==> config.mk <==
export PLATFORM = sky130hd
export DESIGN_NAME = hvw_front
export DESIGN_NICKNAME = d
export VERILOG_FILES = /design/src/hw/rtl/hvw_pkg.sv /design/src/hw/rtl/hvw_front.sv
export SDC_FILE = /design/constraint.sdc
export NUM_CORES = 1
export LEC_CHECK = 0
export BUFFER_PORTS_ARGS = -buffer_cell sky130_fd_sc_hd__buf_2
export CAP_MARGIN = 20
export CORE_AREA = 10 10 196 198
export CTS_CLUSTER_DIAMETER = 40
export DETAILED_ROUTE_END_ITERATION = 10
export DIE_AREA = 0 0 206 208
export SETUP_SLACK_MARGIN = 0.05
export SLEW_MARGIN = 20
export SYNTH_ARGS = -nofsm -noshare
export SYNTH_HDL_FRONTEND = slang
export SYNTH_SLANG_ARGS = --single-unit
==> constraint.sdc <==
create_clock -name clk -period 3.64 [get_ports clk]
set_clock_uncertainty 0.05 [all_clocks]
set_input_delay 0.182 -clock clk [delete_from_list [all_inputs] [get_ports clk]]
set_output_delay 0.182 -clock clk [all_outputs]
set_load 0.01 [all_outputs]
==> src/hw/rtl/hvw_pkg.sv <==
`timescale 1ns / 1ps
// ----------------------------------------------------------------------------
// hvw_pkg: shared types for the Huber quality-control weight block
// Register indexes, fixed data widths and the payload structs.
// ----------------------------------------------------------------------------
package hvw_pkg;

    localparam int DataWidth = 32;
    localparam int WeightWidth = 17;
    localparam int RegIndexWidth = 2;

    typedef enum logic [RegIndexWidth-1:0] {
        REG_QC_ENABLE = 2'd0,
        REG_LEFT_THRESHOLD = 2'd1,
        REG_RIGHT_THRESHOLD = 2'd2
    } reg_index_t;

    typedef struct packed {
        logic [DataWidth-1:0] departure;
        logic [DataWidth-1:0] obs_sigma;
    } in_item_t;

    typedef struct packed {
        logic [WeightWidth-1:0] weight;
        logic [DataWidth-1:0] weighted_departure;
        logic invalid;
    } out_item_t;

endpackage

==> src/hw/rtl/hvw_front.sv <==
`timescale 1ns / 1ps
// ----------------------------------------------------------------------------
// hvw_front: band classification and operand preparation
// Registers the classified request into a two-entry queue for the back end.
// ----------------------------------------------------------------------------
module hvw_front #(
    parameter int DW = 32
) (
    input  logic clk,
    input  logic rst_n,
    input  logic qc_enable,
    input  logic signed [DW-1:0] left_threshold,
    input  logic [DW-2:0] right_threshold,
    input  logic in_valid,
    output logic in_ready,
    input  hvw_pkg::in_item_t in_item,
    output logic q_valid,
    input  logic q_ready,
    output logic q_oob,
    output logic q_inv,
    output logic q_neg,
    output logic [DW-1:0] q_xm,
    output logic [DW-1:0] q_cm
);
    import hvw_pkg::*;

    localparam int EW = 3 + 2 * DW;

    logic [EW-1:0] ent_reg [2];
    logic [1:0] cnt_reg;
    logic rd_reg, wr_reg;
    logic [EW-1:0] ent_new;
    logic signed [DW:0] x, left, right;
    logic oob, below, push, pop;
    logic [DW:0] xm, cm;

    always_comb
    begin
        x = (DW+1)'($signed(in_item.departure[DW-1:0]));
        left = (left_threshold > 0) ? '0 : (DW+1)'(left_threshold);
        right = $signed({2'b00, right_threshold});
        below = x < left;
        oob = qc_enable && (below || x > right);
        xm = x[DW] ? -x : x;
        cm = below ? -left : right;
        ent_new = {oob, oob && (in_item.obs_sigma[DW-1:0] == '0), x[DW],
                   xm[DW-1:0], cm[DW-1:0]};
    end

    assign in_ready = cnt_reg != 2'd2;
    assign push = in_valid && in_ready;
    assign q_valid = cnt_reg != 2'd0;
    assign pop = q_valid && q_ready;
    assign {q_oob, q_inv, q_neg, q_xm, q_cm} = ent_reg[rd_reg];

    always_ff @(posedge clk)
    begin
        if (push)
            ent_reg[wr_reg] <= ent_new;
    end

    always_ff @(posedge clk or negedge rst_n)
    begin
        if (!rst_n)
        begin
            cnt_reg <= '0;
            rd_reg <= 1'b0;
            wr_reg <= 1'b0;
        end
        else
        begin
            if (push)
                wr_reg <= !wr_reg;
            if (pop)
                rd_reg <= !rd_reg;
            cnt_reg <= cnt_reg + 2'(push) - 2'(pop);
        end
    end

endmodule

==> results.sh, run 1 <==
export IMPL_status="finished, final reports clean"
export IMPL_htree_levels=4
export IMPL_worstPathArrival_ps=3740
export IMPL_route_detailed_drc=0
export IMPL_hold_viol=0
export IMPL_grt_max_degree=68
export IMPL_clockRootBuffer="clkbuf_16"
export IMPL_setup_viol=0
export IMPL_tightest_slew_ps=1030
export IMPL_async_flop_share_pct=2.90
export IMPL_drtIter0Drc=395
export IMPL_grt_pass1_vias=7666
export IMPL_rsz0062_at_grt="yes"
export IMPL_grt_overflow_total=0
export IMPL_largest_reg_flops=134
export IMPL_num_rows=68
export IMPL_critPathLaunch="left_threshold[6]"
export IMPL_start_util_pct=24.8
export IMPL_clkTransAtPathRegs_ps=70
export IMPL_drive_above_1_share_pct=43.9
export IMPL_netlist_area_mm2=0.00854
export IMPL_crit_fanout=8
export IMPL_ys_flop_type="edfxtp_1"
export IMPL_hp_class="in2async"
export IMPL_synth_edf_count=134
export IMPL_clkSinkCount=138
export IMPL_synth_warnings=0
export IMPL_finalWirelength_um=31000
export IMPL_yosysSeqAreaShare_pct=48.3
export IMPL_die_x_um=206
export IMPL_numCtsBuffers=17
export IMPL_critical_path_class="in2reg"
export IMPL_post_route_util_pct=34.3
export IMPL_endpoint_kind="flip-flop"
export IMPL_synth_area_per_cell_um2=11.6
export IMPL_fin_crit_ps=3610
export IMPL_ios=201
export IMPL_post_route_period_util_pct=99.2
export IMPL_ys_ff_latch=138
export IMPL_yosysUniqueCellTypes=64
export IMPL_dpl_hpwl_um=24300
export IMPL_drv_cap=0
export IMPL_gp_congestion=0.863
export IMPL_clk_path_buf_depth=2
export IMPL_die_y_um=208
export IMPL_max_clock_freq_mhz=277
export IMPL_worstSkewPairLatency_ps=430
export IMPL_core_area_mm2=0.0344
export IMPL_crit_required_ps=3770
export IMPL_antenna_found_initial=6
export IMPL_areaGrowthSynthToFinish_pct=38.1
export IMPL_post_place_ws_ps=-569
export IMPL_port_buffers=200
export IMPL_nets=1203
export IMPL_ff2ff_setup_slack_ps=1580
export IMPL_p_leak_nw=4.60
export IMPL_start_kind="input port"
export IMPL_maxSlewHeadroom_pct=31.1
export IMPL_fin_area_mm2=0.0118
export IMPL_cts_tree="done"
export IMPL_grt_pass1_wl_um=46200
export IMPL_peakVddDrop_v=0.000380
export IMPL_post_drt_wl_per_cell_um=21.0
export IMPL_ant_nets=0
export IMPL_viasPerCell=4.76
export IMPL_fin_ws_ps=30.0
export IMPL_postSynthNetCount=932
export IMPL_drv_slew=0
export IMPL_r2r_start="cnt_reg[1]"
export IMPL_first_pass_iters=5
export IMPL_reg2reg_depth=3
export IMPL_place_area_mm2=0.0107
export IMPL_vias=7037
export IMPL_rr_endpoint="ent_reg[1][12]"
export IMPL_hold_slack_ps=29.6
export IMPL_grtUsageTotal_pct=14.4
export IMPL_powerDensity_mw_per_mm2=556
export IMPL_endpoint="ent_reg[1][26]"
export IMPL_fin_tns_setup_ps=0
export IMPL_die_area_mm2=0.0428
export IMPL_synthCells=734
-- cells in the mapped netlist, types with 11 or more instances --
master | count | area share [%]
nand3_1 | 17 | 1.0
nor4_1 | 21 | 1.5
mux2_2 | 74 | 9.8
inv_1 | 40 | 1.8
nor2_1 | 21 | 0.92
nand2_1 | 79 | 3.5
nand4_1 | 17 | 1.2
o21ai_0 | 24 | 1.4
clkbuf_1 | 11 | 0.48
nor3_1 | 11 | 0.64
ha_1 | 66 | 9.7
edfxtp_1 | 134 | 47
xnor2_1 | 43 | 4.4
a21oi_1 | 31 | 1.8
mux2i_1 | 24 | 2.8
-- how the worst min path moves through the flow --
stage / start / endpoint / slack (ps) / cells past startpoint
CTS: rst_n / cnt_reg[0] / 10 / 2
global route: rst_n / rd_reg / 30 / 2
finish: rst_n / rd_reg / 30 / 2
global placement: rst_n / cnt_reg[0] / -60 / 1
floorplan: rst_n / cnt_reg[0] / -160 / 0
detailed placement: rst_n / cnt_reg[0] / -60 / 1
-- critical path: stages --
cell and delay, ps:
buf_6 90, or4_4 530, buf_6 150, nor4_4 340, a31o_4 290, buf_6 150, nand2_4 50, ha_4 230
nand4_1 110, nor3_2 70, a221o_1 330, o31a_1 290, o32ai_4 320, buf_12 160, buf_12 120, mux2_4 310
-- kinds of logic (layout without fill, tap and decap cells) --
group / Yosys count / in the layout / share of synthesized area (%)
buffers and inverters: 63 / 347 / 2.93
adders and majority gates: 66 / 66 / 9.67
AOI/OAI and AO/OA: 109 / 109 / 8.35
muxes: 99 / 99 / 12.7
DFF: 138 / 138 / 48.3
other: 0 / 4 / 0
xor gates and xnor gates: 50 / 50 / 5.13
and+or+nand+nor: 209 / 209 / 12.9
-- metal layers --
| metal | wire, µm | global-route usage [%] | vias up | share of wire [%] |
|---|---|---|---|---|
| li1 | - | - | 3358 | - |
| met1 | 13700 | 17.5 | 3443 | 44 |
| met2 | 14800 | 23.8 | 191 | 48 |
| met3 | 1760 | 3.87 | 41 | 5.7 |
| met4 | 702 | 5.17 | 4 | 2.3 |
| met5 | 25 | 0 | - | 0.081 |
-- stage by stage --
| stage | total power [mW] | instances |
|---|---|---|
| CTS | 6.61 | 1472 |
| detailed placement | 4.63 | 1432 |
| floorplan | 3.61 | 734 |
| global placement | 4.60 | 1432 |
| global route | 6.91 | 1476 |
| finish | 6.56 | 1477 |
-- cells in the final DEF, fill, tap and decap left out, types with 5 or more instances in the layout --
cell | netlist | layout
or3_1 | 6 | 6
buf_2 | 5 | 198
a21oi_1 | 31 | 29
nor2_1 | 21 | 19
or4_1 | 10 | 8
inv_1 | 40 | 40
mux2_4 | 0 | 7
nor4_1 | 21 | 20
o21ai_0 | 24 | 23
nand2_2 | 0 | 6
buf_12 | 0 | 5
xor2_1 | 7 | 7
nand3_1 | 17 | 17
edfxtp_1 | 134 | 134
nor3_1 | 11 | 9
ha_4 | 0 | 9
o31ai_1 | 7 | 7
mux2_2 | 74 | 68
o41ai_1 | 5 | 5
xnor2_1 | 43 | 43
ha_1 | 66 | 57
nand4_1 | 17 | 17
nand2b_1 | 5 | 5
buf_6 | 0 | 10
nand2_1 | 79 | 69
buf_4 | 2 | 58
clkbuf_16 | 0 | 17
mux2i_4 | 0 | 8
mux2i_2 | 0 | 14
-- where the power goes --
group	total (mW)	internal [mW]	switching, mW
logic	2.34	1.01	1.34
registers	2.30	2.22	0.0792
clock network	1.91	1.18	0.731
-- final cells by class --
cell class	instances	area, µm²
Fill cell	3537	22600
Multi-Input combinational cell	533	4600
Sequential cell	138	4130
Timing Repair Buffer	275	1690
Tap cell	455	569
Clock buffer	18	439
Clock inverter	14	209
Inverter	40	150
Antenna cell	4	10.0
-- timing repair --
item                                    CTS  global route
buffers inserted                          6             1
gates resized for setup                  28            40
endpoints found under the setup margin   50            62
endpoints found under the hold margin     6             0
hold buffers                              2             0
pin swaps                                 8             3
No activity file was read; power rests on OpenSTA's default activity.
==> run 2, diff against run 1 <==
Settings changed: BUFFER_PORTS_ARGS -buffer_cell sky130_fd_sc_hd__buf_2 to not set, DONT_BUFFER_PORTS set to 1.
==> run 2 against run 1 <==
Against the previous run: total power shrank 8.4%; combinational power shrank 23%; via count shrank 8.3%; critical path depth shrank 2; flip-flop and latch count is the same; clock power shrank 4%; highest routed layer is now met4; register-to-register slack lost 60 ps; die area is the same; first-iteration DRC count grew 9.1%; cell count shrank 13%; critical path type unchanged; worst hold slack lost 15 ps.
==> results.sh, run 2 (same netlist as run 1, synthesis figures left out) <==
export IMPL_hp_class="in2reg"
export IMPL_setup_viol=0
export IMPL_drv_slew=0
export IMPL_die_x_um=206
export IMPL_max_clock_freq_mhz=289
export IMPL_num_rows=68
export IMPL_gp_congestion=0.894
export IMPL_fin_tns_setup_ps=0
export IMPL_clkSinkCount=138
export IMPL_n_fill_cell=3504
export IMPL_route_detailed_drc=0
export IMPL_drtIter0Drc=431
export IMPL_crit_required_ps=3850
export IMPL_htree_levels=4
export IMPL_grt_pass1_wl_um=45100
export IMPL_clk_path_buf_depth=2
export IMPL_critical_path_class="in2reg"
export IMPL_p_int_mw=3.98
export IMPL_core_area_mm2=0.0344
export IMPL_power_frac_comb_pct=30.2
export IMPL_finalWirelength_um=31500
export IMPL_drv_cap=0
export IMPL_die_y_um=208
export IMPL_largest_reg_flops=134
export IMPL_hold_viol=0
export IMPL_viasPerCell=5.03
export IMPL_p_leak_nw=3.76
export IMPL_port_buffers=0
export IMPL_stdcell_count=1282
export IMPL_ant_nets=0
export IMPL_seq_power_share_pct=39.4
export IMPL_cts_tree="done"
export IMPL_post_route_period_util_pct=95.1
export IMPL_power_frac_clock_pct=30.4
export IMPL_power_total_mw=6.01
export IMPL_layout_commonest_cell="edfxtp_1"
export IMPL_power_switching_mw=2.03
export IMPL_grt_pass1_vias=6740
export IMPL_drive_above_1_share_pct=22.4
export IMPL_grt_overflow_total=0
export IMPL_post_drt_wl_per_cell_um=24.6
export IMPL_start_util_pct=24.8
export IMPL_start_kind="input port"
export IMPL_numCtsBuffers=17
export IMPL_r2r_start="cnt_reg[0]"
export IMPL_multi_input_area_mm2=0.00441
export IMPL_critPathLaunch="left_threshold[24]"
export IMPL_tightest_slew_ps=902
export IMPL_clkTransAtPathRegs_ps=70
export IMPL_peakVddDrop_v=0.000338
export IMPL_maxSlewHeadroom_pct=39.8
export IMPL_areaGrowthSynthToFinish_pct=24.7
export IMPL_worstPathArrival_ps=3670
export IMPL_crit_fanout=8
export IMPL_antenna_found_initial=1
export IMPL_grt_max_degree=42
export IMPL_dpl_hpwl_um=23700
export IMPL_hp_start="right_threshold[13]"
export IMPL_grtUsageTotal_pct=14.5
export IMPL_fin_crit_ps=3460
export IMPL_clockRootBuffer="clkbuf_16"
export IMPL_status="finished, final reports clean"
export IMPL_rsz0062_at_grt="no"
export IMPL_hold_slack_ps=14.8
export IMPL_swShare_pct=33.7
export IMPL_ios=201
export IMPL_first_pass_iters=4
export IMPL_powerDensity_mw_per_mm2=564
export IMPL_post_route_util_pct=31.0
export IMPL_register_area_mm2=0.00413
export IMPL_endpoint_kind="flip-flop"
export IMPL_worstSkewPairLatency_ps=430
export IMPL_layout_common_cells="edfxtp_1, mux2_2, nand2_1"
export IMPL_placedCellCount=1200
export IMPL_nets=1011
export IMPL_die_area_mm2=0.0428
export IMPL_vias=6452
==> run 2: cell types whose count changed in the layout (fill, tap and decap cells not counted), moves of 4 or more <==
cell,before,now
mux2_4,7,1
mux2_2,68,73
mux2i_4,8,0
mux2i_2,14,6
buf_6,10,3
buf_2,198,0
clkinv_4,4,0
inv_8,1,5
buf_4,58,31
mux2i_1,2,18
dlygate4sd3_1,2,47
==> run 2: final timing paths <==
check                                  to  slack [ps]  cells after the start
min                        ent_reg[0][13]          10                      2
min in group asynchronous          rd_reg         500                      2
max                         ent_reg[0][7]         180                     14
max reg2reg                 ent_reg[1][8]        1520                      3
min reg2reg                    cnt_reg[1]         450                      1
max in group asynchronous          rd_reg        2850                      2
==> run 2: final cells by class <==
cell class                      instances  area share (%)
Clock inverter                         15            1.82
Inverter                               40            1.41
Clock buffer                           17            3.99
Antenna cell                            1          0.0235
Sequential cell                       138            38.7
Tap cell                              455            5.34
Multi-Input combinational cell        533            41.4
Timing Repair Buffer                   83            7.29
==> run 2: worst max-delay path, cell delays in order <==
cell and delay, ps:
or4_1 590, nor4_4 290, a31o_4 240, nand2_1 100, ha_1 300, a211oi_1 260
o221ai_1 160, a211oi_1 320, buf_4 170, nor2_1 70, o32ai_4 320, buf_6 200
buf_6 190, mux2i_2 270
==> run 2: stage by stage <==
step	instance area, µm²	setup slack [ps]
global placement	9490	-311
global route	10700	53.9
detailed placement	9490	-396
finish	10700	177
CTS	10600	54.9
floorplan	8760	-290
==> run 2: power groups by stage <==
stage	clock [mW]	combinational (mW)	sequential [mW]
after floorplan	0	1.29	2.32
after global placement	0	1.77	2.39
after detailed placement	0	1.78	2.40
after CTS	1.86	1.85	2.37
after global routing	1.93	1.97	2.41
final	1.83	1.81	2.37
==> run 2: what timing repair did <==
action,CTS,global route
hold buffers,47,0
endpoints found under the hold margin,97,0
gates resized for setup,0,12
setup buffers,0,2
setup endpoints to repair,0,56
==> run 2: routing by layer <==
| metal | vias to the layer above | track usage [%] | part of all wire [%] |
|---|---|---|---|
| met1 | 3187 | 16.0 | 39 |
| li1 | 2964 | - | - |
| met4 | 0 | 4.49 | 2.3 |
| met3 | 43 | 6.84 | 10 |
| met2 | 258 | 24.0 | 48 |
| met5 | - | 0 | 0 |
==> run 3, diff against run 2 <==
Settings changed: ABC_AREA set to 1, CORE_AREA 10 10 196 198 to 10 10 200 202, DIE_AREA 0 0 206 208 to 0 0 210 212.
==> run 3 against run 2 <==
Against the previous run: flip-flop and latch count unchanged; design area down 0.25%; critical path depth grew 6; non-clock buffer count fell by 14; clock-buffer cell count unchanged; critical endpoint is now ent_reg[1][29]; register-to-register slack better by 210 ps; worst hold slack better by 10 ps.
==> results.sh, run 3 <==
export IMPL_grt_max_degree=68
export IMPL_synth_xor_area_share_pct=4.14
export IMPL_ctsHoldBuffers=55
export IMPL_hold_slack_ps=24.8
export IMPL_synth_area_leaders="edfxtp_1, nand2_1, ha_1, inv_1, nor2_1"
export IMPL_post_drt_wl_per_cell_um=20.7
export IMPL_route_detailed_drc=0
export IMPL_rsz0062_at_grt="no"
export IMPL_nets=1340
export IMPL_synth_top_cell_area_share_pct=45.3
export IMPL_critPathLaunch="left_threshold[0]"
export IMPL_drv_cap=0
export IMPL_fin_area_mm2=0.0106
export IMPL_gp_congestion=0.898
export IMPL_crit_required_ps=3770
export IMPL_wl_met1_um=14500
export IMPL_endpoint_kind="flip-flop"
export IMPL_postSynthNetCount=1282
export IMPL_n_antenna_cell=0
export IMPL_postCtsSetupBuffers=0
export IMPL_synthCells=1084
export IMPL_clkTransAtPathRegs_ps=60
export IMPL_maxSlewHeadroom_pct=44.2
export IMPL_max_clock_freq_mhz=318
export IMPL_synthAdderAreaFrac_pct=9.29
export IMPL_top_layer_used="met4"
export IMPL_synth_edf_count=134
export IMPL_reg2reg_depth=5
export IMPL_synth_compound_area_share_pct=7.29
export IMPL_die_y_um=212
export IMPL_grt_overflow_total=0
export IMPL_powerDensity_mw_per_mm2=577
export IMPL_clk_path_buf_depth=2
export IMPL_crit_fanout=33
export IMPL_power_total_mw=6.13
export IMPL_yosysSeqAreaShare_pct=46.4
export IMPL_dpl_hpwl_um=25200
export IMPL_fin_tns_setup_ps=0
export IMPL_hold_path_depth=3
export IMPL_ios=201
export IMPL_post_route_util_pct=29.4
export IMPL_async_flop_share_pct=2.90
export IMPL_cts_resized_gates=0
export IMPL_vias=7585
export IMPL_ys_flop_type="edfxtp_1"
export IMPL_peakVddDrop_v=0.000388
export IMPL_clockRootBuffer="clkbuf_16"
export IMPL_viasPerCell=4.67
export IMPL_grt_pass1_wl_um=49600
export IMPL_htree_levels=4
export IMPL_first_pass_iters=6
export IMPL_port_buffers=0
export IMPL_critical_path_class="in2reg"
export IMPL_core_area_mm2=0.0361
export IMPL_antenna_found_initial=1
export IMPL_netlist_area_mm2=0.00889
export IMPL_die_x_um=210
export IMPL_wl_met3_um=2640
export IMPL_largest_reg_flops=134
export IMPL_cts_tree="done"
export IMPL_start_kind="input port"
export IMPL_hp_class="in2reg"
export IMPL_seq_power_share_pct=37.9
export IMPL_drv_slew=0
export IMPL_power_frac_comb_pct=33.6
export IMPL_tightest_slew_ps=836
export IMPL_yosys_area_share_simple_pct=26.5
export IMPL_power_frac_clock_pct=28.5
export IMPL_synth_warnings=0
export IMPL_stdcell_count=1623
export IMPL_ant_nets=0
export IMPL_num_rows=70
export IMPL_synth_mux_area_share_pct=0
export IMPL_ys_top_cells_by_count="nand2_1, edfxtp_1, inv_1"
export IMPL_layout_commonest_cell="nand2_1"
export IMPL_fin_ws_ps=493
export IMPL_synth_top_cell_by_area="edfxtp_1"
export IMPL_drtIter0Drc=555
export IMPL_p_int_mw=3.70
export IMPL_hold_viol=0
export IMPL_worstPathArrival_ps=3280
export IMPL_grtUsageTotal_pct=15.0
export IMPL_finalWirelength_um=33500
export IMPL_synth_top_family_by_area="simple AND/OR/NAND/NOR gates"
export IMPL_post_place_ws_ps=15.9
export IMPL_status="finished, final reports clean"
export IMPL_place_area_mm2=0.00949
export IMPL_yosysMostFrequentCell="nand2_1"
export IMPL_grt_pass1_vias=7556
export IMPL_p_leak_nw=4.61
export IMPL_fin_crit_ps=3150
export IMPL_placedCellCount=1536
export IMPL_met2_length_um=15600
export IMPL_die_area_mm2=0.0445
export IMPL_layout_common_cells="nand2_1, edfxtp_1, inv_1"
export IMPL_r2r_start="cnt_reg[0]"
export IMPL_ys_ff_latch=138
export IMPL_setup_viol=0
export IMPL_worstSkewPairLatency_ps=430
export IMPL_power_switching_mw=2.43
export IMPL_areaGrowthSynthToFinish_pct=19.6
export IMPL_numCtsBuffers=17
export IMPL_drive_above_1_share_pct=5.02
export IMPL_post_route_period_util_pct=86.5
export IMPL_hp_start="in_item[23]"
export IMPL_start_util_pct=24.6
export IMPL_clkSinkCount=138
export IMPL_yosysUniqueCellTypes=36
export IMPL_synth_area_per_cell_um2=8.20
export IMPL_swShare_pct=39.6
[run 3: cell types whose count changed in the layout (fill, tap and decap cells not counted), moves of 9 or more]
cell	before	now
mux2i_1	18	0
xor2_1	7	27
inv_1	40	110
nor4_1	20	11
buf_4	31	11
nand3_1	17	47
nand2_1	71	423
xnor2_1	43	15
nor2_1	20	77
mux2_2	73	0
o21ai_1	3	14
[run 3: cell type report]
class / count / area, µm²
Fill cell: 3809 / 25500
Multi-Input combinational cell: 803 / 4220
Sequential cell: 138 / 4130
Timing Repair Buffer: 69 / 693
Tap cell: 468 / 586
Clock buffer: 17 / 425
Inverter: 113 / 424
Clock inverter: 15 / 156
[run 3: worst paths after layout]
path	slack, ps	endpoint
max in group asynchronous	2820	rd_reg
min in group asynchronous	530	cnt_reg[0]
worst min register to register	470	cnt_reg[0]
worst min-delay path	20	ent_reg[0][65]
worst max register to register	1730	ent_reg[1][16]
worst max-delay path	490	ent_reg[1][29]
[run 3: kinds of logic after synthesis]
family	count (synthesis)
buffers and inverters	143
DFF	138
xor gates and xnor gates	42
AOI/OAI and AO/OA	110
adders and majority gates	66
and+or+nand+nor	585
[run 3: worst max-delay path: stages]
cell      delay, ps
nor2_1          150
nand2_1         140
nor2_1          120
nand2_1         120
o21ai_4         380
buf_4           400
nand2_1         150
ha_1            310
a21o_1          180
nor2_1          130
nand2_1          70
nand2_1          50
nand2_1          50
a21oi_1         160
nand3b_1        110
nand2_2         140
inv_2            60
buf_12          160
nand3_1         120
nand2_1          70
[run 3: power groups by stage]
stage	Clock, mW	Combinational (mW)	Sequential (mW)
finish	1.75	2.06	2.33
global route	1.87	2.34	2.36
CTS	1.80	2.15	2.33
detailed placement	0	2.08	2.36
global placement	0	2.06	2.35
floorplan	0	1.36	2.36
[run 3: routing by layer]
| layer | vias up | GRT usage (%) |
|---|---|---|
| li1 | 3712 | - |
| met1 | 3539 | 18.3 |
| met5 | - | 0 |
| met4 | 0 | 4.96 |
| met2 | 281 | 24.8 |
| met3 | 53 | 4.62 |
